<file path="config.mk">
export PLATFORM = sky130hd
export DESIGN_NAME = crc_checked_frame_deframer_unit
export DESIGN_NICKNAME = d
export VERILOG_FILES = /design/src/rtl/ccfd_pkg.sv /design/src/rtl/ccfd_ram.sv /design/src/rtl/ccfd_front.sv /design/src/rtl/ccfd_queue.sv /design/src/rtl/ccfd_back.sv /design/src/rtl/crc_checked_frame_deframer_unit.sv
export SDC_FILE = /design/constraint.sdc
export NUM_CORES = 1
export LEC_CHECK = 0
export ABC_CLOCK_PERIOD_IN_PS = 4100
export BUFFER_PORTS_ARGS = -buffer_cell sky130_fd_sc_hd__buf_2
export CAP_MARGIN = 10
export CORE_MARGIN = 10
export CORE_UTILIZATION = 50
export CTS_CLUSTER_SIZE = 20
export DETAILED_ROUTE_END_ITERATION = 12
export PLACE_DENSITY = 0.66
export SYNTH_ARGS = -nofsm -noshare
export SYNTH_HDL_FRONTEND = slang
export SYNTH_SLANG_ARGS = --single-unit
</file>
<file path="constraint.sdc">
create_clock -name clk -period 4.1 [get_ports clk]
set_input_delay 0 -clock clk [delete_from_list [all_inputs] [get_ports clk]]
set_output_delay 0 -clock clk [all_outputs]
set_load 0.02 [all_outputs]
</file>
<file path="src/rtl/ccfd_pkg.sv">
// Shared constants, types and the CRC16 byte update for the frame deframer.
package ccfd_pkg;

  localparam int BYTE_W                = 8;
  localparam int CRC_W                 = 16;
  localparam int MAX_PAYLOAD_BYTES_DEF = 32;

  localparam logic [BYTE_W-1:0] START_BYTE_RESET = 8'hAA;
  localparam logic [CRC_W-1:0]  CRC_INIT         = 16'hFFFF;
  localparam logic [CRC_W-1:0]  CRC_POLY         = 16'h1021;

  // Buffer bank handed back by the back end once its payload is drained
  typedef struct packed {
    logic valid;
    logic bank;
  } ccfd_release_t;

  // Advance CRC16-CCITT by one byte, MSB first, no reflection
  function automatic logic [CRC_W-1:0] crc16_update(input logic [CRC_W-1:0] crc,
                                                    input logic [BYTE_W-1:0] data);
    logic [CRC_W-1:0] c;
    c = crc ^ {data, 8'h00};
    for (int k = 0; k < BYTE_W; k++) begin
      if (c[CRC_W-1]) begin
        c = {c[CRC_W-2:0], 1'b0} ^ CRC_POLY;
      end else begin
        c = {c[CRC_W-2:0], 1'b0};
      end
    end
    return c;
  endfunction

endpackage

</file>
<file path="src/rtl/ccfd_ram.sv">
// Generic single-write, single-read RAM with registered read data.
module ccfd_ram #(
  parameter int WIDTH = 8,
  parameter int DEPTH = 64
) (
  input  logic                     clk,
  input  logic                     we,
  input  logic [$clog2(DEPTH)-1:0] waddr,
  input  logic [WIDTH-1:0]         wdata,
  input  logic                     re,
  input  logic [$clog2(DEPTH)-1:0] raddr,
  output logic [WIDTH-1:0]         rdata
);

  logic [WIDTH-1:0] mem [DEPTH];

  // Write port
  always_ff @(posedge clk) begin
    if (we) begin
      mem[waddr] <= wdata;
    end
  end

  // Registered read port, holds when not enabled
  always_ff @(posedge clk) begin
    if (re) begin
      rdata <= mem[raddr];
    end
  end

endmodule

</file>
<file path="src/rtl/ccfd_front.sv">
// Front end: hunts for frames, tracks the CRC, buffers payload and queues frame jobs.
module ccfd_front import ccfd_pkg::*; #(
  parameter int MAX_PAYLOAD_BYTES = MAX_PAYLOAD_BYTES_DEF,
  parameter int LEN_W             = 6,
  parameter int IDX_W             = 5,
  parameter int JOB_W             = 1 + BYTE_W + LEN_W + 1
) (
  input  logic              clk,
  input  logic              rst,
  input  logic              in_valid,
  output logic              in_stall,
  input  logic [BYTE_W-1:0] rx_byte,
  input  logic              cfg_valid,
  input  logic [BYTE_W-1:0] cfg_data,
  output logic              ram_we,
  output logic [IDX_W:0]    ram_waddr,
  output logic [BYTE_W-1:0] ram_wdata,
  output logic              push,
  output logic [JOB_W-1:0]  push_job,
  input  logic              q_full,
  input  ccfd_release_t     release_bank
);

  typedef enum logic [2:0] {
    PH_HUNT   = 3'd0,
    PH_LEN    = 3'd1,
    PH_CMD    = 3'd2,
    PH_DATA   = 3'd3,
    PH_CRC_HI = 3'd4,
    PH_CRC_LO = 3'd5
  } phase_t;

  phase_t            phase;
  logic [BYTE_W-1:0] start_byte;
  logic [LEN_W-1:0]  length_held;
  logic [BYTE_W-1:0] command_held;
  logic [LEN_W-1:0]  payload_count;
  logic [CRC_W-1:0]  crc_running;
  logic [BYTE_W-1:0] crc_high;
  logic              wbank;
  logic [1:0]        busy;

  logic              accept;
  logic [LEN_W-1:0]  len_sat;
  logic [LEN_W:0]    count_inc;
  logic [CRC_W-1:0]  crc_byte;
  logic [CRC_W-1:0]  crc_len;
  logic              crc_ok;
  logic              has_payload;
  logic [1:0]        busy_next;

  // Hold input while the fill bank is still draining or the job queue is full
  assign in_stall = ((phase == PH_DATA) && busy[wbank]) ||
                    ((phase == PH_CRC_LO) && q_full);
  assign accept   = in_valid && !in_stall;

  // Saturate the length byte to the payload maximum
  assign len_sat  = (int'(rx_byte) > MAX_PAYLOAD_BYTES) ? LEN_W'(MAX_PAYLOAD_BYTES)
                                                        : rx_byte[LEN_W-1:0];
  assign count_inc = {1'b0, payload_count} + 1'b1;
  assign crc_byte  = crc16_update(crc_running, rx_byte);
  assign crc_len   = crc16_update(CRC_INIT, BYTE_W'(len_sat));
  assign crc_ok    = ({crc_high, rx_byte} == crc_running);
  assign has_payload = crc_ok && (length_held != '0);

  // Payload write into the current fill bank
  assign ram_we    = accept && (phase == PH_DATA);
  assign ram_waddr = {wbank, payload_count[IDX_W-1:0]};
  assign ram_wdata = rx_byte;

  // Queue a job when the low CRC byte arrives
  assign push     = accept && (phase == PH_CRC_LO);
  assign push_job = {wbank, command_held, length_held, crc_ok};

  // Free a drained bank, pin the fill bank when its frame passes the CRC
  always_comb begin
    busy_next = busy;
    if (release_bank.valid) begin
      busy_next[release_bank.bank] = 1'b0;
    end
    if (push && has_payload) begin
      busy_next[wbank] = 1'b1;
    end
  end

  // Parser state, CRC and bank bookkeeping
  always_ff @(posedge clk) begin
    if (rst) begin
      phase         <= PH_HUNT;
      start_byte    <= START_BYTE_RESET;
      length_held   <= '0;
      command_held  <= '0;
      payload_count <= '0;
      crc_running   <= CRC_INIT;
      crc_high      <= '0;
      wbank         <= 1'b0;
      busy          <= '0;
    end else begin
      if (cfg_valid) begin
        start_byte <= cfg_data;
      end
      busy <= busy_next;
      if (accept) begin
        case (phase)
          PH_LEN: begin
            length_held   <= len_sat;
            payload_count <= '0;
            crc_running   <= crc_len;
            phase         <= PH_CMD;
          end
          PH_CMD: begin
            command_held <= rx_byte;
            crc_running  <= crc_byte;
            phase        <= (length_held != '0) ? PH_DATA : PH_CRC_HI;
          end
          PH_DATA: begin
            payload_count <= count_inc[LEN_W-1:0];
            crc_running   <= crc_byte;
            if (count_inc >= {1'b0, length_held}) begin
              phase <= PH_CRC_HI;
            end
          end
          PH_CRC_HI: begin
            crc_high <= rx_byte;
            phase    <= PH_CRC_LO;
          end
          PH_CRC_LO: begin
            // Flip to the other bank once this one is pinned for the back end
            if (has_payload) begin
              wbank <= ~wbank;
            end
            phase <= PH_HUNT;
          end
          default: begin
            phase <= (rx_byte == start_byte) ? PH_LEN : PH_HUNT;
          end
        endcase
      end
    end
  end

endmodule

</file>
<file path="src/rtl/ccfd_queue.sv">
// Two-entry job queue between the front end and the back end.
module ccfd_queue #(
  parameter int WIDTH = 16
) (
  input  logic             clk,
  input  logic             rst,
  input  logic             push,
  input  logic [WIDTH-1:0] push_data,
  output logic             full,
  input  logic             pop,
  output logic             empty,
  output logic [WIDTH-1:0] pop_data
);

  logic [WIDTH-1:0] entry [2];
  logic             wr_ptr;
  logic             rd_ptr;
  logic [1:0]       count;

  assign full     = (count == 2'd2);
  assign empty    = (count == 2'd0);
  assign pop_data = entry[rd_ptr];

  // Store pushed jobs
  always_ff @(posedge clk) begin
    if (push) begin
      entry[wr_ptr] <= push_data;
    end
  end

  // Advance pointers and count
  always_ff @(posedge clk) begin
    if (rst) begin
      wr_ptr <= 1'b0;
      rd_ptr <= 1'b0;
      count  <= '0;
    end else begin
      if (push) begin
        wr_ptr <= ~wr_ptr;
      end
      if (pop) begin
        rd_ptr <= ~rd_ptr;
      end
      case ({push, pop})
        2'b10:   count <= count + 2'd1;
        2'b01:   count <= count - 2'd1;
        default: count <= count;
      endcase
    end
  end

endmodule

</file>
<file path="src/rtl/ccfd_back.sv">
// Back end: emits the header result of each job, then drains its payload bank.
module ccfd_back import ccfd_pkg::*; #(
  parameter int LEN_W = 6,
  parameter int IDX_W = 5,
  parameter int JOB_W = 1 + BYTE_W + LEN_W + 1
) (
  input  logic              clk,
  input  logic              rst,
  input  logic              q_empty,
  input  logic [JOB_W-1:0]  q_job,
  output logic              q_pop,
  output logic              ram_re,
  output logic [IDX_W:0]    ram_raddr,
  input  logic [BYTE_W-1:0] ram_rdata,
  output ccfd_release_t     release_bank,
  output logic              out_valid,
  input  logic              out_stall,
  output logic              is_header,
  output logic [BYTE_W-1:0] command,
  output logic [LEN_W-1:0]  length,
  output logic              crc_ok,
  output logic [BYTE_W-1:0] data_byte,
  output logic              last
);

  typedef enum logic [1:0] {
    B_IDLE = 2'd0,
    B_READ = 2'd1,
    B_LOAD = 2'd2
  } bstate_t;

  bstate_t           state;
  logic              bank;
  logic [BYTE_W-1:0] cmd_r;
  logic [LEN_W-1:0]  len_r;
  logic [LEN_W-1:0]  idx;

  logic              job_bank;
  logic [BYTE_W-1:0] job_cmd;
  logic [LEN_W-1:0]  job_len;
  logic              job_ok;
  logic              can_load;
  logic              load_pay;
  logic [LEN_W:0]    idx_inc;
  logic              pay_last;

  assign {job_bank, job_cmd, job_len, job_ok} = q_job;

  // Output register is free when empty or being taken this cycle
  assign can_load = !out_valid || !out_stall;
  assign load_pay = (state == B_LOAD) && can_load;
  assign idx_inc  = {1'b0, idx} + 1'b1;
  assign pay_last = (idx_inc == {1'b0, len_r});

  assign q_pop     = (state == B_IDLE) && !q_empty && can_load;
  assign ram_re    = (state == B_READ);
  assign ram_raddr = {bank, idx[IDX_W-1:0]};

  assign release_bank.valid = load_pay && pay_last;
  assign release_bank.bank  = bank;

  // Sequencer and output register
  always_ff @(posedge clk) begin
    if (rst) begin
      state     <= B_IDLE;
      out_valid <= 1'b0;
    end else begin
      // Offer a new result on a load, keep a stalled one, else drop valid
      out_valid <= q_pop || load_pay || (out_valid && out_stall);
      case (state)
        B_IDLE: begin
          if (q_pop) begin
            is_header <= 1'b1;
            command   <= job_cmd;
            length    <= job_len;
            crc_ok    <= job_ok;
            data_byte <= '0;
            last      <= !job_ok || (job_len == '0);
            bank      <= job_bank;
            cmd_r     <= job_cmd;
            len_r     <= job_len;
            idx       <= '0;
            if (job_ok && (job_len != '0)) begin
              state <= B_READ;
            end
          end
        end
        B_READ: begin
          state <= B_LOAD;
        end
        B_LOAD: begin
          if (load_pay) begin
            is_header <= 1'b0;
            command   <= cmd_r;
            length    <= len_r;
            crc_ok    <= 1'b1;
            data_byte <= ram_rdata;
            last      <= pay_last;
            idx       <= idx_inc[LEN_W-1:0];
            state     <= pay_last ? B_IDLE : B_READ;
          end
        end
        default: begin
          state <= B_IDLE;
        end
      endcase
    end
  end

endmodule

</file>
<file path="src/rtl/crc_checked_frame_deframer_unit.sv">
// Top level of the CRC-checked frame deframer.
//
// Input channel: in_valid / in_stall carry one received byte (rx_byte) per request.
// Frames are start byte, length (saturated to MAX_PAYLOAD_BYTES), command,
// payload and a big-endian CRC16-CCITT over length, command and payload.
// Output channel: out_valid / out_stall carry results. Each frame gives a
// header result (is_header = 1) with command, length and crc_ok; on a CRC match
// the payload bytes follow, and the final result of the run has last = 1.
// Configuration: cfg_valid / cfg_ready writes start_byte; cfg_ready is always high.
// Throughput: the front end takes one byte per cycle while in_stall is low. The
// header result is queued on the low CRC byte and leaves through the back-end
// output register; each payload byte then passes a RAM read state and an output
// load state. Payload sits in a two-bank RAM: the front end stalls input on a
// payload byte while its fill bank is still draining, and on the low CRC byte
// while the two-entry job queue is full.
// Reset (rst, synchronous) returns to hunting, restores start_byte to 0xAA
// and empties the queue. A stalled receiver holds the output register; the
// front end keeps parsing until buffering runs out.
module crc_checked_frame_deframer_unit import ccfd_pkg::*; #(
  parameter int MAX_PAYLOAD_BYTES = MAX_PAYLOAD_BYTES_DEF,
  localparam int LEN_W = $clog2(MAX_PAYLOAD_BYTES + 1),
  localparam int IDX_W = (MAX_PAYLOAD_BYTES > 1) ? $clog2(MAX_PAYLOAD_BYTES) : 1
) (
  input  logic              clk,
  input  logic              rst,
  input  logic              in_valid,
  output logic              in_stall,
  input  logic [BYTE_W-1:0] rx_byte,
  input  logic              cfg_valid,
  output logic              cfg_ready,
  input  logic [BYTE_W-1:0] cfg_data,
  output logic              out_valid,
  input  logic              out_stall,
  output logic              is_header,
  output logic [BYTE_W-1:0] command,
  output logic [LEN_W-1:0]  length,
  output logic              crc_ok,
  output logic [BYTE_W-1:0] data_byte,
  output logic              last
);

  localparam int JOB_W     = 1 + BYTE_W + LEN_W + 1;
  localparam int RAM_DEPTH = 2 << IDX_W;

  logic              ram_we;
  logic [IDX_W:0]    ram_waddr;
  logic [BYTE_W-1:0] ram_wdata;
  logic              ram_re;
  logic [IDX_W:0]    ram_raddr;
  logic [BYTE_W-1:0] ram_rdata;
  logic              push;
  logic [JOB_W-1:0]  push_job;
  logic              q_full;
  logic              q_empty;
  logic              q_pop;
  logic [JOB_W-1:0]  q_job;
  ccfd_release_t     release_bank;

  assign cfg_ready = 1'b1;

  // Parse and buffer
  ccfd_front #(
    .MAX_PAYLOAD_BYTES(MAX_PAYLOAD_BYTES),
    .LEN_W(LEN_W),
    .IDX_W(IDX_W),
    .JOB_W(JOB_W)
  ) u_front (
    .clk(clk),
    .rst(rst),
    .in_valid(in_valid),
    .in_stall(in_stall),
    .rx_byte(rx_byte),
    .cfg_valid(cfg_valid),
    .cfg_data(cfg_data),
    .ram_we(ram_we),
    .ram_waddr(ram_waddr),
    .ram_wdata(ram_wdata),
    .push(push),
    .push_job(push_job),
    .q_full(q_full),
    .release_bank(release_bank)
  );

  // Two-bank payload buffer
  ccfd_ram #(
    .WIDTH(BYTE_W),
    .DEPTH(RAM_DEPTH)
  ) u_ram (
    .clk(clk),
    .we(ram_we),
    .waddr(ram_waddr),
    .wdata(ram_wdata),
    .re(ram_re),
    .raddr(ram_raddr),
    .rdata(ram_rdata)
  );

  // Frame job queue
  ccfd_queue #(
    .WIDTH(JOB_W)
  ) u_queue (
    .clk(clk),
    .rst(rst),
    .push(push),
    .push_data(push_job),
    .full(q_full),
    .pop(q_pop),
    .empty(q_empty),
    .pop_data(q_job)
  );

  // Emit results
  ccfd_back #(
    .LEN_W(LEN_W),
    .IDX_W(IDX_W),
    .JOB_W(JOB_W)
  ) u_back (
    .clk(clk),
    .rst(rst),
    .q_empty(q_empty),
    .q_job(q_job),
    .q_pop(q_pop),
    .ram_re(ram_re),
    .ram_raddr(ram_raddr),
    .ram_rdata(ram_rdata),
    .release_bank(release_bank),
    .out_valid(out_valid),
    .out_stall(out_stall),
    .is_header(is_header),
    .command(command),
    .length(length),
    .crc_ok(crc_ok),
    .data_byte(data_byte),
    .last(last)
  );

endmodule

</file>
-- Word-level counts from Yosys, hierarchy flattened
Memories as Yosys holds them, arrays and structs flattened. A register that Yosys moved wholly into a read port is not among the register bits.
Index checks and enable logic that the tools add are counted.
Widths: inputs -> output; s select.
- input bits: 21
- memories kept: 2
- bits in writable memories: 544
- register bits: 111
- output and inout port bits: 28
- word-level logic and storage cells: 187
- memories (memory ; words ; bits a word ; rd ports ; clocked after Yosys merged registers in ; write ports ; line ; RTL):
    u_ram.mem ; 64 ; 8 ; 1 ; 1 ; 1 ; ccfd_ram.sv:15 ; logic [WIDTH-1:0] mem [DEPTH];
    u_queue.entry ; 2 ; 16 ; 1 ; 1 ; 1 ; ccfd_queue.sv:15 ; logic [WIDTH-1:0] entry [2];
- $add $sub $neg: 4
- eq/ne operators: 17
- order comparisons: 6
- bitwise logic cells: 25
- reductions and logical operators: 45
- muxes and demuxes: 64
- operators with widths (cell ; number):
    $mux 13 ; 16
    $not 3->3 ; 16
    $pmux 6 s2 ; 3
    $mux 8 ; 4
    $pmux 16 s2 ; 1
    $pmux 8 s2 ; 2
    $mux 6 ; 5
    $mux 1 ; 18
    $eq 16x16->1 ; 1
    $not 14->16 ; 1
    $xor 16x16->16 ; 1
    $logic_and 1x1->1 ; 15
    $pmux 3 s5 ; 1
    $add 6x1->7 const B ; 2
    $reduce_and 2->1 ; 6
    $reduce_bool 6->1 ; 2
    $mux 2 ; 5
    $reduce_and 3->1 ; 3
    $eq 8x8->1 ; 1
    $gt 8x6->1 const B ; 1
    $reduce_bool 2->1 ; 4
    $eq 7x6->1 ; 1
    $ge 7x6->1 ; 1
    $eq 2x2->1 const B ; 3
    25 further kinds ; 48

-- Logic depth before layout (Yosys ltp)
Gate-level depths: netlist of run 1.
- depth in word-level cells: 20
- gate-level depth with buffers: 9
- mapped depth without buffers: 8

-- By module
Synthesis of run 1 repeated with hierarchy kept, for this count alone.
- cell total of the unflattened synthesis: 1551
- area, all modules: 27141.0 um^2
- by module, submodules not included (module ; area each (um^2) ; cells each ; sequential area each (um^2) ; instances):
    ccfd_ram ; 20246.9 ; 940 ; 15615.0 ; 1
    ccfd_front ; 3475.8 ; 377 ; 1161.1 ; 1
    ccfd_back ; 2050.7 ; 160 ; 1441.4 ; 1
    ccfd_queue ; 1356.3 ; 72 ; 1061.0 ; 1
    crc_checked_frame_deframer_unit ; 11.3 ; 2 ; 0.0 ; 1

-- Worst setup path before layout of run 1
Ideal clock, no wire load.
- path type: reg2reg
- from: register u_back.state[1]
- to: register u_back.state[0]
- setup time: 0.076 ns
- clock period less this slack: 2.839 ns
- arrival: 2.762 ns
- stages on the path, launching flop included: 7
- slack: 1.261 ns
- data required time: 4.024 ns
- buffers on the path: 1
- path through: dfxtp_1 > nor2b_1 > clkbuf_1 > nand2_1 > a21oi_1 > o31ai_1 > a21oi_1
- word-level cells in the longest chain between the ends: 5
- elaborated cells between the ends (all ways): 11
- those cells by class: eq/ne (5); mux (1); reduce/logical (5)
- RTL lines (what ; line ; RTL):
    from (decl) ; ccfd_back.sv:32 ; bstate_t state;
    from (signal assigned) ; ccfd_back.sv:100 ; state <= pay_last ? B_IDLE : B_READ;
    $logic_not 2->1 ; ccfd_back.sv:55, ccfd_back.sv:70 ;
    $logic_and 1x1->1 (2 in series) ; ccfd_back.sv:55 ; assign q_pop = (state == B_IDLE) && !q_empty && can_load;
    $ne 2x1->1 (no line) ; - ;
    $reduce_and 3->1 (no line) ; - ;
Several ways; a longest one is shown, not always the timed one.
A chain may end at the register's enable or synchronous reset.

-- Worst setup path in the final report of run 1
- from: register u_front.wbank
- to: memory u_ram.mem[36][0] (enable)
- word-level cells in the longest chain between the ends: 9
- RTL lines (what ; line ; RTL):
    from (decl) ; ccfd_front.sv:40 ; logic wbank;
    from (signal assigned) ; ccfd_front.sv:130 ; wbank <= ~wbank;
    $mux 1 (implied by the code) (2 in series) ; ccfd_front.sv:53 ; assign in_stall = ((phase == PH_DATA) && busy[wbank]) ||
    $logic_and 1x1->1 ; ccfd_front.sv:53 ;
    $logic_or 1x1->1 ; ccfd_front.sv:53 ;
    $logic_not 1->1 ; ccfd_front.sv:55 ; assign accept = in_valid && !in_stall;
    $logic_and 1x1->1 ; ccfd_front.sv:55 ;
    $logic_and 1x1->1 ; ccfd_front.sv:67 ; assign ram_we = accept && (phase == PH_DATA);
    $mux 1 ; ccfd_ram.sv:19 ; if (we) begin
    $mux 1 (implied by the code) ; ccfd_ram.sv:20 ; mem[waddr] <= wdata;
    to (decl) ; ccfd_ram.sv:15 ;
Several ways; a longest one is shown, not always the timed one. The select of a mux whose other input is x is not followed.

==> run_results.csv, run 1 <==
group,metric,value,unit
outcome,status,"completed",
detailed_routing,vias_per_cell,6.00,
layout,final_cell_area_excluding_filler_cells,30400,µm²
global_route,grt_pass1_vias,14500,
worst_setup_path,critPathLaunchType,"flip-flop",
sta,final_max_slew_viol_count,0,
power,power,14.7,mW
synth,synthFlopType,"sky130_fd_sc_hd__edfxtp_1",
die,die_w,252,µm
worst_setup_path,worstSetupPathType,"flip-flop to flip-flop",
synth,synth_enable_flop_cells,598,
synth,synth_sequential_area_ratio,0.719,
synth,postSynthRegisterBits,664,
global_route,global_route.usage.total,0.200,
global_route,grt_antenna_before_repair,4,
placed_design,io_buffers,47,
sta,worstMarginPinSlew,1.31,ns
layout,drive_above_1_share,0.216,
sta,fin_skew,0.0234,ns
detailed_routing,drt-wirelength-per-cell,26.1,µm
synth,yosysWarnings,0,
clock_tree,clock_insertion_delay_worst_skew,0.60,ns
worst_setup_path,timing.critical_path.cells,"mux2i_1, nand4_1, nor2_1, nand2_1, nor2_1",
detailed_routing,dr.first_iter.drc_count,1338,
synth,syn-cell-area,26800,µm²
clock_tree,ctsRootBufferMaster,"sky130_fd_sc_hd__clkbuf_16",
worst_hold_path,worstHoldStart,"rx_byte[1]",
worst_setup_path,r2r_setup_slack,0.82,ns
global_route,grt_overflow,0,
clock_tree,cts_tree,"yes",
clock_tree,cts_inserted_buffers,69,
die,die_height,252,µm
sta,rsz0062_at_grt,"no",
worst_setup_path,crit_top_cell,"sky130_fd_sc_hd__nor2_1",
detailed_routing,drt_pass1_iterations,6,
power,power_density,482,nW/µm²
worst_setup_path,setup.worst_path.end_class,"flip-flop",
worst_setup_path,worstPathMaxFanout,11,
worst_hold_path,timing.hold.worst_endpoint,"u_ram.mem[19][1]",
worst_hold_path,hold_crit_class,"primary input to flip-flop",
clock_tree,clk_transition_reported_paths,0.06,ns
sta,max_clock_freq,304,MHz
worst_hold_path,holdPathStages,2,
worst_setup_path,cp_data_required_time,4.33,ns
die,top_level_ports,49,
detailed_routing,finalWirelength,62200,µm
power,switch_pwr,3.18,mW
detailed_routing,drt.antenna.violating_nets,0,
layout,finish.net_count,1676,
sta,report.final.hold_viol_count,0,
sta,fin_crit_sh,0.801,
worst_setup_path,timing.rr.end,"u_ram.mem[36][0]",
power,swShare,0.217,
clock_tree,clock_tree_sinks,664,
clock_tree,clock_tree.htree_level_count,3,
synth,asyncSetResetFlopFracSynth,0,
worst_setup_path,cp_data_arrival_time,3.51,ns
worst_setup_path,critical_path.max_stage_delay,0.78,ns
power,ir_drop,0.000331,V
sta,slew-limit-headroom,0.128,
synth,synth.net_count,1570,
placed_design,place_hpwl,38900,µm
placed_design,gpl.final_weighted_congestion,0.857,
flow_run,max_capacitance_violation_count,0,
clock_tree,post-cts-setup-buffers,0,
placed_design,placed_area,27900,µm²
detailed_routing,dr_total_vias,14300,
power,cell_internal_pwr,11.5,mW
global_route,largest_net_degree_at_the_start_of_global_routing,113,
synth,synth.distinct_cells,58,
clock_tree,cts.path.max_buffers,3,
die,die_area,63300,µm²
power,pwr-share-clk,0.421,
power,pwr-share-seq,0.512,
worst_setup_path,worst_path_slowest_cell,"sky130_fd_sc_hd__nor2_1",
synth,syn_inst,1540,
sta,setup_viol,0,
layout,flow.area_growth_from_synthesis,13.6,%
die,row_count,84,
detailed_routing,drt_drc_violations_left,0,
sta,setup_tns,0,ns
sta,finalWorstPathRequiredPeriod,3.28,ns
power,comb_power_share,0.067,
power,p_leak,9.96,nW
worst_setup_path,r2r.worst_path.cells,5,
die,placeableCoreArea,52900,µm²
worst_setup_path,reg2reg_from,"u_front.wbank",
die,initial_utilization,0.507,
synth,average_instance_area_after_synthesis,17.4,µm²
global_route,grt_pass1_wl,94800,µm
-- power by group through the flow --
| stage | clock network (mW) | registers [mW] | logic, mW |
|---|---|---|---|
| floorplan | 0 | 7.63 | 0.631 |
| global placement | 0 | 7.65 | 0.946 |
| detailed placement | 0 | 7.66 | 0.960 |
| CTS | 6.26 | 7.51 | 0.988 |
| global route | 6.57 | 7.51 | 1.05 |
| finish | 6.17 | 7.51 | 0.977 |
-- stage by stage --
stage                     instances  setup slack (ns)   util  hold WS, ns
after floorplan                1540              1.26      -       0.0989
after global routing           2386             0.560  0.576       0.0165
after global placement         2234             0.971  0.528        0.206
final                          2387             0.815  0.576       0.0114
after detailed placement       2234             0.860  0.528        0.212
after CTS                      2386             0.839  0.576       0.0149
-- metal layers --
layer	vias up	part of all wire	track usage
li1	6260	-	-
met1	7455	0.42	0.274
met2	524	0.50	0.328
met3	88	0.064	0.0285
met4	2	0.022	0.0616
met5	-	0.00018	0
-- repair_timing --
action / in CTS / in global routing
resized for setup: 0 / 0
hold buffers: 29 / 0
endpoints found under the hold margin: 58 / 0
-- cell usage after synthesis (9+ instances only) --
library cell	n	area [µm²]
sky130_fd_sc_hd__and2_1	10	62.6
sky130_fd_sc_hd__buf_2	23	115
sky130_fd_sc_hd__mux2i_1	41	410
sky130_fd_sc_hd__clkbuf_1	43	161
sky130_fd_sc_hd__buf_4	11	82.6
sky130_fd_sc_hd__mux4_2	136	3060
sky130_fd_sc_hd__edfxtp_1	598	18000
sky130_fd_sc_hd__a21oi_1	53	265
sky130_fd_sc_hd__nor3_1	11	55.1
sky130_fd_sc_hd__mux2_2	25	282
sky130_fd_sc_hd__o21ai_0	20	100
sky130_fd_sc_hd__dfxtp_1	66	1320
sky130_fd_sc_hd__a211o_1	10	87.6
sky130_fd_sc_hd__nand3_1	33	165
sky130_fd_sc_hd__inv_1	18	67.6
sky130_fd_sc_hd__ha_1	9	113
sky130_fd_sc_hd__buf_1	9	33.8
sky130_fd_sc_hd__a31oi_1	10	62.6
sky130_fd_sc_hd__nor2b_1	12	75.1
sky130_fd_sc_hd__nor2_1	166	623
sky130_fd_sc_hd__xnor2_1	33	289
sky130_fd_sc_hd__xor2_1	30	263
sky130_fd_sc_hd__nand2b_1	10	62.6
sky130_fd_sc_hd__nand2_1	55	206
-- logic make-up after synthesis --
group,after synthesis,share of synthesized area
flops,664,0.719
simple gates,338,0.0570
fa+ha+maj,9,0.00420
buf+inv,111,0.0199
mux,202,0.140
xor+xnor,67,0.0240
other cells,1,0.000140
compound gates,148,0.0354
-- how the worst max path moves through the flow --
| stage | start | endpoint | slack (ns) | depth (start not counted) |
|---|---|---|---|---|
| final | u_front.wbank | u_ram.mem[36][0] | 0.82 | 5 |
| after global routing | u_front.wbank | u_ram.mem[12][3] | 0.56 | 5 |
| after CTS | u_front.wbank | u_ram.mem[4][5] | 0.84 | 5 |
| after detailed placement | u_front.wbank | u_ram.mem[36][2] | 0.86 | 5 |
| after global placement | u_front.wbank | u_ram.mem[36][7] | 0.97 | 5 |
| after floorplan | u_back.state[1] | u_back.state[0] | 1.26 | 6 |
-- state kept, by name, summed over array words and instances, names as in the netlist, 3 cells and up, named ones only --
signal and cells:
u_ram.mem 512, u_queue.entry 32, u_front.crc_running 16, u_back.cmd_r 8, u_back.command 8, u_back.data_byte 8, u_front.command_held 8, u_front.crc_high 8
u_front.start_byte 8, u_ram.rdata 8, u_back.idx 6, u_back.len_r 6, u_back.length 6, u_front.length_held 6, u_front.payload_count 6, u_front.phase 3
-- critical path: cells and delay by family (launching register included) --
kind	cells	cell delay (ns)
simple gates	4	1.98
flops	1	0.52
mux	1	0.41
-- cells in the final DEF (no fill, tap or decap), types with 20 or more instances in the layout --
master | Yosys | layout
sky130_fd_sc_hd__edfxtp_1 | 598 | 598
sky130_fd_sc_hd__nor2_1 | 166 | 164
sky130_fd_sc_hd__mux4_2 | 136 | 136
sky130_fd_sc_hd__clkbuf_16 | 0 | 72
sky130_fd_sc_hd__dfxtp_1 | 66 | 66
sky130_fd_sc_hd__nand2_1 | 55 | 55
sky130_fd_sc_hd__a21oi_1 | 53 | 52
sky130_fd_sc_hd__buf_2 | 23 | 47
sky130_fd_sc_hd__buf_4 | 11 | 45
sky130_fd_sc_hd__mux2i_1 | 41 | 41
sky130_fd_sc_hd__nand3_1 | 33 | 33
sky130_fd_sc_hd__xnor2_1 | 33 | 33
sky130_fd_sc_hd__xor2_1 | 30 | 30
sky130_fd_sc_hd__dlygate4sd3_1 | 0 | 29
sky130_fd_sc_hd__mux2_2 | 25 | 25
sky130_fd_sc_hd__o21ai_0 | 20 | 20
sky130_fd_sc_hd__clkbuf_1 | 43 | 20
-- cell type report --
class	count	area, µm²
diodes	1	2.50
clock buffers	93	1890
clock inverters	30	324
fillers	3917	22400
inverters	18	67.6
multi-input cells	765	7020
flip-flops and latches	664	19300
well taps	688	861
repair buffers	128	1000
Power figures use the tool's default switching activity.
==> run 2: changes to the inputs <==
Settings changed: ABC_CLOCK_PERIOD_IN_PS 4100 to 3100.
Clock period 4.1 ns to 3.1 ns, I/O delays scaled along.
==> run 2 against run 1 <==
Total power is 29% higher. Setup slack worse by 0.52 ns. Non-clock buffer count is 49 higher. Flip-flop and latch count unchanged. Design area rose by 0.83%. Sequential share of layout area shrank 0.52 points. Critical endpoint is now u_ram.rdata[6].
==> run_results.csv, run 2 (same netlist as run 1, synthesis figures left out) <==
group,metric,value,unit
die,die_area,63300,µm²
worst_setup_path,setup.worst_path.end_class,"flip-flop",
power,ir_drop,0.000360,V
sta,report.final.hold_viol_count,0,
worst_setup_path,timing.rr.end,"u_ram.rdata[6]",
flow_run,max_capacitance_violation_count,0,
power,switch_pwr,4.02,mW
sta,max_clock_freq,356,MHz
detailed_routing,finalWirelength,62100,µm
die,die_height,252,µm
power,pwr-share-seq,0.523,
sta,setup_viol,0,
detailed_routing,highest-signal-layer,"met5",
detailed_routing,drt-wirelength-per-cell,25.5,µm
die,die_w,252,µm
detailed_routing,wl_met1,26000,µm
detailed_routing,drt.antenna.violating_nets,0,
die,row_count,84,
clock_tree,ctsRootBufferMaster,"sky130_fd_sc_hd__clkbuf_16",
sta,fin_crit_sh,0.905,
placed_design,place_hpwl,39100,µm
worst_setup_path,critPathCapture,"u_ram.rdata[6]",
sta,setup_tns,0,ns
worst_hold_path,worstHoldStart,"rx_byte[5]",
detailed_routing,routed-wl-met3,4150,µm
sta,finalWorstPathRequiredPeriod,2.81,ns
outcome,status,"completed",
die,initial_utilization,0.507,
layout,layout_top_registers,"u_ram.mem: 512 flops, u_queue.entry: 32 flops, u_front.crc_running: 16 flops",
sta,fin_skew,0.0266,ns
global_route,global_route.usage.total,0.198,
die,top_level_ports,49,
layout,drive_above_1_share,0.237,
clock_tree,cts_inserted_buffers,69,
layout,reg_with_most_ffs,"u_ram.mem",
power,power_density,617,nW/µm²
detailed_routing,vias_per_cell,5.94,
sta,rsz0062_at_grt,"no",
layout,flow.area_growth_from_synthesis,14.5,%
layout,fillCellCount,3942,
power,comb_power_share,0.069,
clock_tree,cts_tree,"yes",
detailed_routing,drt_pass1_iterations,5,
clock_tree,clock_tree.htree_level_count,3,
clock_tree,clock_tree_sinks,664,
layout,finish.net_count,1725,
power,p_leak,10.2,nW
sta,worstMarginPinSlew,0.914,ns
global_route,grt_pass1_vias,14600,
detailed_routing,drt_drc_violations_left,0,
worst_setup_path,worstPathMaxFanout,21,
sta,final_max_slew_viol_count,0,
sta,slew-limit-headroom,0.391,
clock_tree,postCtsResizedCells,0,
placed_design,io_buffers,47,
clock_tree,cts.path.max_buffers,3,
worst_setup_path,critPathLaunchType,"flip-flop",
global_route,largest_net_degree_at_the_start_of_global_routing,77,
clock_tree,clock_insertion_delay_worst_skew,0.59,ns
global_route,grt_overflow,0,
detailed_routing,dr.first_iter.drc_count,1471,
power,power,18.9,mW
global_route,grt_antenna_before_repair,4,
power,cell_internal_pwr,14.9,mW
worst_hold_path,hold_crit_class,"primary input to flip-flop",
power,pwr-share-clk,0.408,
worst_setup_path,worstSetupPathType,"flip-flop to flip-flop",
detailed_routing,detailroute.wirelength.met2,30500,µm
worst_setup_path,r2r.worst_path.cells,6,
worst_hold_path,holdPathStages,4,
worst_setup_path,cp_data_required_time,3.43,ns
detailed_routing,dr_total_vias,14400,
layout,mostFrequentLayoutCells,"sky130_fd_sc_hd__edfxtp_1, sky130_fd_sc_hd__nor2_1, sky130_fd_sc_hd__mux4_2",
worst_setup_path,cp_data_arrival_time,3.13,ns
placed_design,gpl.final_weighted_congestion,0.807,
worst_setup_path,r2r_setup_slack,0.29,ns
layout,largest_register_ffs,512,
global_route,grt_pass1_wl,94200,µm
worst_setup_path,setup.worst_path.start,"u_back.idx[0]",
worst_setup_path,reg2reg_from,"u_back.idx[0]",
layout,mostFrequentLayoutCell,"sky130_fd_sc_hd__edfxtp_1",
power,swShare,0.212,
clock_tree,clk_transition_reported_paths,0.06,ns
die,placeableCoreArea,52900,µm²
==> run 2: changes by cell type in the layout (fill, tap and decap cells not counted), moves of 2 or more <==
cell,before,now
sky130_fd_sc_hd__clkinvlp_4,2,0
sky130_fd_sc_hd__nor2_2,2,0
sky130_fd_sc_hd__bufinv_16,6,4
sky130_fd_sc_hd__dlygate4sd3_1,29,23
sky130_fd_sc_hd__buf_12,7,10
sky130_fd_sc_hd__clkinv_2,5,7
sky130_fd_sc_hd__nor2_1,164,166
sky130_fd_sc_hd__buf_4,45,97
sky130_fd_sc_hd__inv_6,3,1
==> run 2: per-stage QoR <==
step | setup WS, ns | cells | instance area, µm² | hold slack (ns) | utilization
floorplan | 0.261 | 1540 | 26800 | 0.0989 | -
global placement | 0.291 | 2289 | 28400 | 0.210 | 0.537
detailed placement | 0.287 | 2289 | 28400 | 0.216 | 0.537
CTS | 0.270 | 2429 | 30700 | 0.0540 | 0.581
global route | 0.190 | 2429 | 30700 | 0.122 | 0.581
finish | 0.294 | 2430 | 30700 | 0.117 | 0.581
==> run 2: worst min-delay path by stage <==
stage	end	slack, ns
final	u_front.length_held[3]	0.12
after global routing	u_front.length_held[2]	0.12
after CTS	u_front.length_held[3]	0.05
after detailed placement	u_front.start_byte[7]	0.22
after global placement	u_front.start_byte[7]	0.21
after floorplan	u_ram.mem[0][0]	0.1
==> run 2: area by class of cell <==
| type | count | area (µm²) | area share |
|---|---|---|---|
| timing repair buffer | 177 | 1390 | 0.0454 |
| sequential | 664 | 19300 | 0.628 |
| antenna | 1 | 2.50 | 0.0000815 |
| clock inverter | 25 | 218 | 0.00709 |
| multi-input combinational | 765 | 7010 | 0.228 |
| clock buffer | 92 | 1870 | 0.0608 |
| inverter | 18 | 67.6 | 0.00220 |
| tap | 688 | 861 | 0.0280 |
==> run 2: per-layer routing <==
metal | GRT usage | up-vias
met5 | 0 | -
met4 | 0.0615 | 2
met3 | 0.0301 | 100
met2 | 0.324 | 525
met1 | 0.271 | 7466
li1 | - | 6335
==> run 2: critical path: stages, from the launching register on <==
cell	delay, ns
sky130_fd_sc_hd__edfxtp_1	0.44
sky130_fd_sc_hd__buf_12	0.26
sky130_fd_sc_hd__buf_12	0.24
sky130_fd_sc_hd__mux4_2	0.57
sky130_fd_sc_hd__mux4_2	0.53
sky130_fd_sc_hd__o22ai_1	0.40
sky130_fd_sc_hd__nor2_1	0.08
==> run 2: power groups by stage <==
stage	clock network (mW)	registers [mW]	logic, mW
floorplan	0	10.1	0.834
global placement	0	10.1	1.27
detailed placement	0	10.1	1.29
CTS	7.88	9.91	1.32
global route	8.25	9.91	1.41
finish	7.73	9.91	1.31
==> run 2: what timing repair did <==
action,in CTS,in global routing
hold endpoints to repair,36,0
buffers inserted,0,0
hold buffers,23,0
==> run 3: changes to the inputs <==
Settings changed: ABC_CLOCK_PERIOD_IN_PS 3100 to 3510, CORE_ASPECT_RATIO set to 0.8, SYNTH_HIERARCHICAL set to 1.
Clock period 3.1 ns to 3.51 ns, I/O delays scaled along.
==> run 3 against run 2 <==
Die area rose by 1.2%. Flip-flop and latch count did not move. Design area grew 0.26%. Synthesized cell count grew 0.71%. Count of clock-buffer cells in the layout is 4 lower. Total power shrank 13%. Via count about the same. Area after synthesis increased by 1.3%. Clock power decreased by 12%. Cell count rose by 0.45%. First-iteration DRC count is 12% higher. Critical path type unchanged. Critical endpoint is now u_ram/mem[37][2].
==> run_results.csv, run 3 <==
group,metric,value,unit
synth,synthMostInstantiatedCell,"sky130_fd_sc_hd__edfxtp_1",
worst_setup_path,reg2reg_from,"u_front/wbank",
sta,setup_tns,0,ns
synth,asyncSetResetFlopFracSynth,0,
die,die_area,64100,µm²
power,pwr-share-seq,0.528,
worst_setup_path,critPathCapture,"u_ram/mem[37][2]",
detailed_routing,dr.first_iter.drc_count,1645,
placed_design,gpl.final_weighted_congestion,0.834,
global_route,grt_pass1_vias,14300,
synth,syn_inst,1551,
worst_setup_path,worst_path_slowest_cell,"sky130_fd_sc_hd__nand3_1",
sta,report.final.hold_viol_count,0,
detailed_routing,finalWirelength,61300,µm
global_route,grt_util_met2,0.278,
worst_setup_path,critPathLaunchType,"flip-flop",
worst_setup_path,timing.critical_path.cells,"mux2i_1, o21ai_2, nor2_2, buf_4, nand3_1, nor2_1, buf_4",
clock_tree,cts_inserted_buffers,66,
power,swShare,0.215,
outcome,status,"completed",
synth,syn-cell-area,27100,µm²
layout,flow.area_growth_from_synthesis,13.4,%
layout,mostFrequentLayoutCell,"sky130_fd_sc_hd__edfxtp_1",
detailed_routing,vias_per_cell,5.91,
placed_design,io_buffers,47,
clock_tree,clock_tree.htree_level_count,3,
synth,yosysWarnings,6,
sta,rsz0062_at_grt,"no",
layout,finish.net_count,1718,
power,comb_power_share,0.059,
worst_setup_path,critical_path.max_stage_delay,0.58,ns
global_route,global_route.usage.total,0.192,
power,pwr-share-clk,0.413,
global_route,grt_overflow,0,
clock_tree,clock_tree_sinks,664,
synth,synth.top_cells.by_area,"sky130_fd_sc_hd__edfxtp_1, sky130_fd_sc_hd__mux4_2, sky130_fd_sc_hd__dfxtp_1",
power,power,16.5,mW
clock_tree,cts.path.max_buffers,3,
synth,average_instance_area_after_synthesis,17.5,µm²
worst_setup_path,critical_path.top_delay_family,"simple AND/OR/NAND/NOR gates",
layout,layout_top_registers,"u_ram/mem: 512 flops, u_queue/entry: 32 flops, u_front/crc_running: 16 flops",
worst_hold_path,hold_crit_class,"primary input to flip-flop",
worst_setup_path,r2r.worst_path.cells,7,
placed_design,place_hpwl,37900,µm
clock_tree,clk_transition_reported_paths,0.06,ns
power,ir_drop,0.000277,V
die,die_height,228,µm
sta,fin_crit_sh,0.812,
clock_tree,ctsRootBufferMaster,"sky130_fd_sc_hd__clkbuf_16",
detailed_routing,drt_drc_violations_left,0,
sta,slew-limit-headroom,0.225,
worst_setup_path,worst-path-buf-inv,2,
layout,multi_input_comb_area,7160,µm²
power,switch_pwr,3.55,mW
worst_setup_path,worstSetupPathType,"flip-flop to flip-flop",
worst_setup_path,cp_data_required_time,3.83,ns
layout,largest_register_ffs,512,
die,die_w,280,µm
sta,final_max_slew_viol_count,0,
global_route,largest_net_degree_at_the_start_of_global_routing,68,
die,row_count,76,
clock_tree,cts_tree,"yes",
synth,synthDominantCellAreaShare,0.662,
global_route,globalRoute.busiestLayer,"met1",
global_route,grt_use_met1,0.287,
worst_setup_path,r2r_setup_slack,0.66,ns
detailed_routing,drt_pass1_iterations,5,
layout,drive_above_1_share,0.245,
synth,synthFlopType,"sky130_fd_sc_hd__edfxtp_1",
worst_setup_path,cp_data_arrival_time,3.17,ns
layout,mostFrequentLayoutCells,"sky130_fd_sc_hd__edfxtp_1, sky130_fd_sc_hd__nor2_1, sky130_fd_sc_hd__mux4_2",
die,top_level_ports,49,
synth,synth.top_cells.by_count,"sky130_fd_sc_hd__edfxtp_1, sky130_fd_sc_hd__nor2_1, sky130_fd_sc_hd__mux4_2, sky130_fd_sc_hd__nand2_1, sky130_fd_sc_hd__dfxtp_1",
sta,fin_skew,0.0224,ns
worst_setup_path,crit_top_cell,"sky130_fd_sc_hd__buf_4",
worst_setup_path,setup.worst_path.start,"u_front/wbank",
synth,synth.net_count,1582,
clock_tree,clock_insertion_delay_worst_skew,0.62,ns
global_route,gr-usage-met3,0.0478,
layout,fillCellCount,4013,
global_route,grt_antenna_before_repair,1,
power,cell_internal_pwr,12.9,mW
power,p_leak,9.99,nW
flow_run,max_capacitance_violation_count,0,
die,placeableCoreArea,53800,µm²
detailed_routing,drt.antenna.violating_nets,0,
sta,worstMarginPinSlew,1.16,ns
synth,synth.distinct_cells,80,
global_route,grt_pass1_wl,92400,µm
worst_setup_path,crit_cells,7,
sta,setup_viol,0,
worst_setup_path,timing.rr.end,"u_ram/mem[37][2]",
layout,reg_with_most_ffs,"u_ram/mem",
detailed_routing,dr_total_vias,14400,
synth,synth_enable_flop_cells,598,
sta,max_clock_freq,351,MHz
power,power_density,536,nW/µm²
die,initial_utilization,0.504,
sta,finalWorstPathRequiredPeriod,2.85,ns
layout,layout.area.seq,19300,µm²
synth,postSynthRegisterBits,664,
detailed_routing,drt-wirelength-per-cell,25.1,µm
worst_setup_path,worstPathMaxFanout,14,
synth,synth_sequential_area_ratio,0.710,
synth,post-synth-top-area-cell,"sky130_fd_sc_hd__edfxtp_1",
worst_setup_path,setup.worst_path.end_class,"flip-flop",
==> run 3: cell count changes after synthesis, moves of 6 or more <==
| cell | delta |
|---|---|
| sky130_fd_sc_hd__a21oi_1 | -27 |
| sky130_fd_sc_hd__buf_4 | +27 |
| sky130_fd_sc_hd__nor2_1 | -26 |
| sky130_fd_sc_hd__nand2_1 | +24 |
| sky130_fd_sc_hd__clkbuf_1 | -13 |
| sky130_fd_sc_hd__nand3_1 | -12 |
| sky130_fd_sc_hd__o21ai_0 | -12 |
| sky130_fd_sc_hd__mux4_2 | -10 |
| sky130_fd_sc_hd__a31oi_1 | -8 |
| sky130_fd_sc_hd__xor2_1 | -8 |
| sky130_fd_sc_hd__nor2b_1 | +7 |
| sky130_fd_sc_hd__a22oi_1 | +6 |
| sky130_fd_sc_hd__o21ai_1 | +6 |
==> run 3: power groups by stage <==
stage                     clock network [mW]  logic (mW)  registers, mW
after global placement                     0       0.932           8.87
after CTS                               6.95       0.978           8.71
after global routing                    7.27        1.04           8.71
after detailed placement                   0       0.952           8.88
after floorplan                            0       0.647           8.88
final                                   6.80       0.972           8.71
==> run 3: cells by family after synthesis <==
| family | count (synthesis) | share of synthesized area |
|---|---|---|
| AND/OR/NAND/NOR | 345 | 0.0600 |
| XOR/XNOR | 66 | 0.0249 |
| other | 1 | 0.000138 |
| adder cells (fa/ha/maj) | 10 | 0.00461 |
| AO/OA/AOI/OAI | 146 | 0.0404 |
| multiplexers | 200 | 0.133 |
| buffers and inverters | 119 | 0.0264 |
| flip-flops | 664 | 0.710 |
==> run 3: metrics by stage <==
| step | hold slack (ns) | cell area [µm²] | util | std cells | worst slack [ns] |
|---|---|---|---|---|---|
| global route | 0.0547 | 30800 | 0.572 | 2440 | 0.476 |
| CTS | 0.0145 | 30800 | 0.572 | 2440 | 0.667 |
| detailed placement | 0.211 | 28400 | 0.528 | 2294 | 0.673 |
| global placement | 0.205 | 28400 | 0.528 | 2294 | 0.712 |
| finish | 0.0302 | 30800 | 0.572 | 2441 | 0.661 |
| floorplan | 0.0691 | 27100 | - | 1551 | 0.510 |
==> run 3: worst reg2reg max path, stage by stage, from the launching register on <==
cell and delay [ns]:
sky130_fd_sc_hd__dfxtp_1 0.55, sky130_fd_sc_hd__mux2i_1 0.41, sky130_fd_sc_hd__o21ai_2 0.16, sky130_fd_sc_hd__nor2_2 0.12
sky130_fd_sc_hd__buf_4 0.20, sky130_fd_sc_hd__nand3_1 0.59, sky130_fd_sc_hd__nor2_1 0.34, sky130_fd_sc_hd__buf_4 0.20
==> run 3: layout make-up <==
cell class | instances | area share
timing repair buffer | 174 | 0.0433
sequential | 664 | 0.626
clock buffer | 88 | 0.0590
tap | 702 | 0.0285
antenna | 1 | 0.0000813
inverter | 13 | 0.00159
clock inverter | 31 | 0.00862
multi-input combinational | 768 | 0.233
==> run 3: worst min path at each step <==
stage,startpoint,end,depth (start not counted)
after floorplan,rst,u_queue/count[1],1
after global placement,cfg_data[7],u_front/start_byte[7],2
after detailed placement,cfg_data[7],u_front/start_byte[7],2
after CTS,rst,flip-flop,2
after global routing,rst,u_front/command_held[5],2
final,rst,flip-flop,2
==> run 3: per-layer routing <==
metal / wire, µm / vias to the layer above
met5: 0 / -
met2: 27500 / 487
li1: - / 6358
met3: 4710 / 71
met4: 979 / 0
met1: 28100 / 7514
==> run 3: repair_timing <==
action,CTS,global route
hold endpoints to repair,62,0
resized for setup,0,0
setup buffers,0,0
hold buffers,27,0
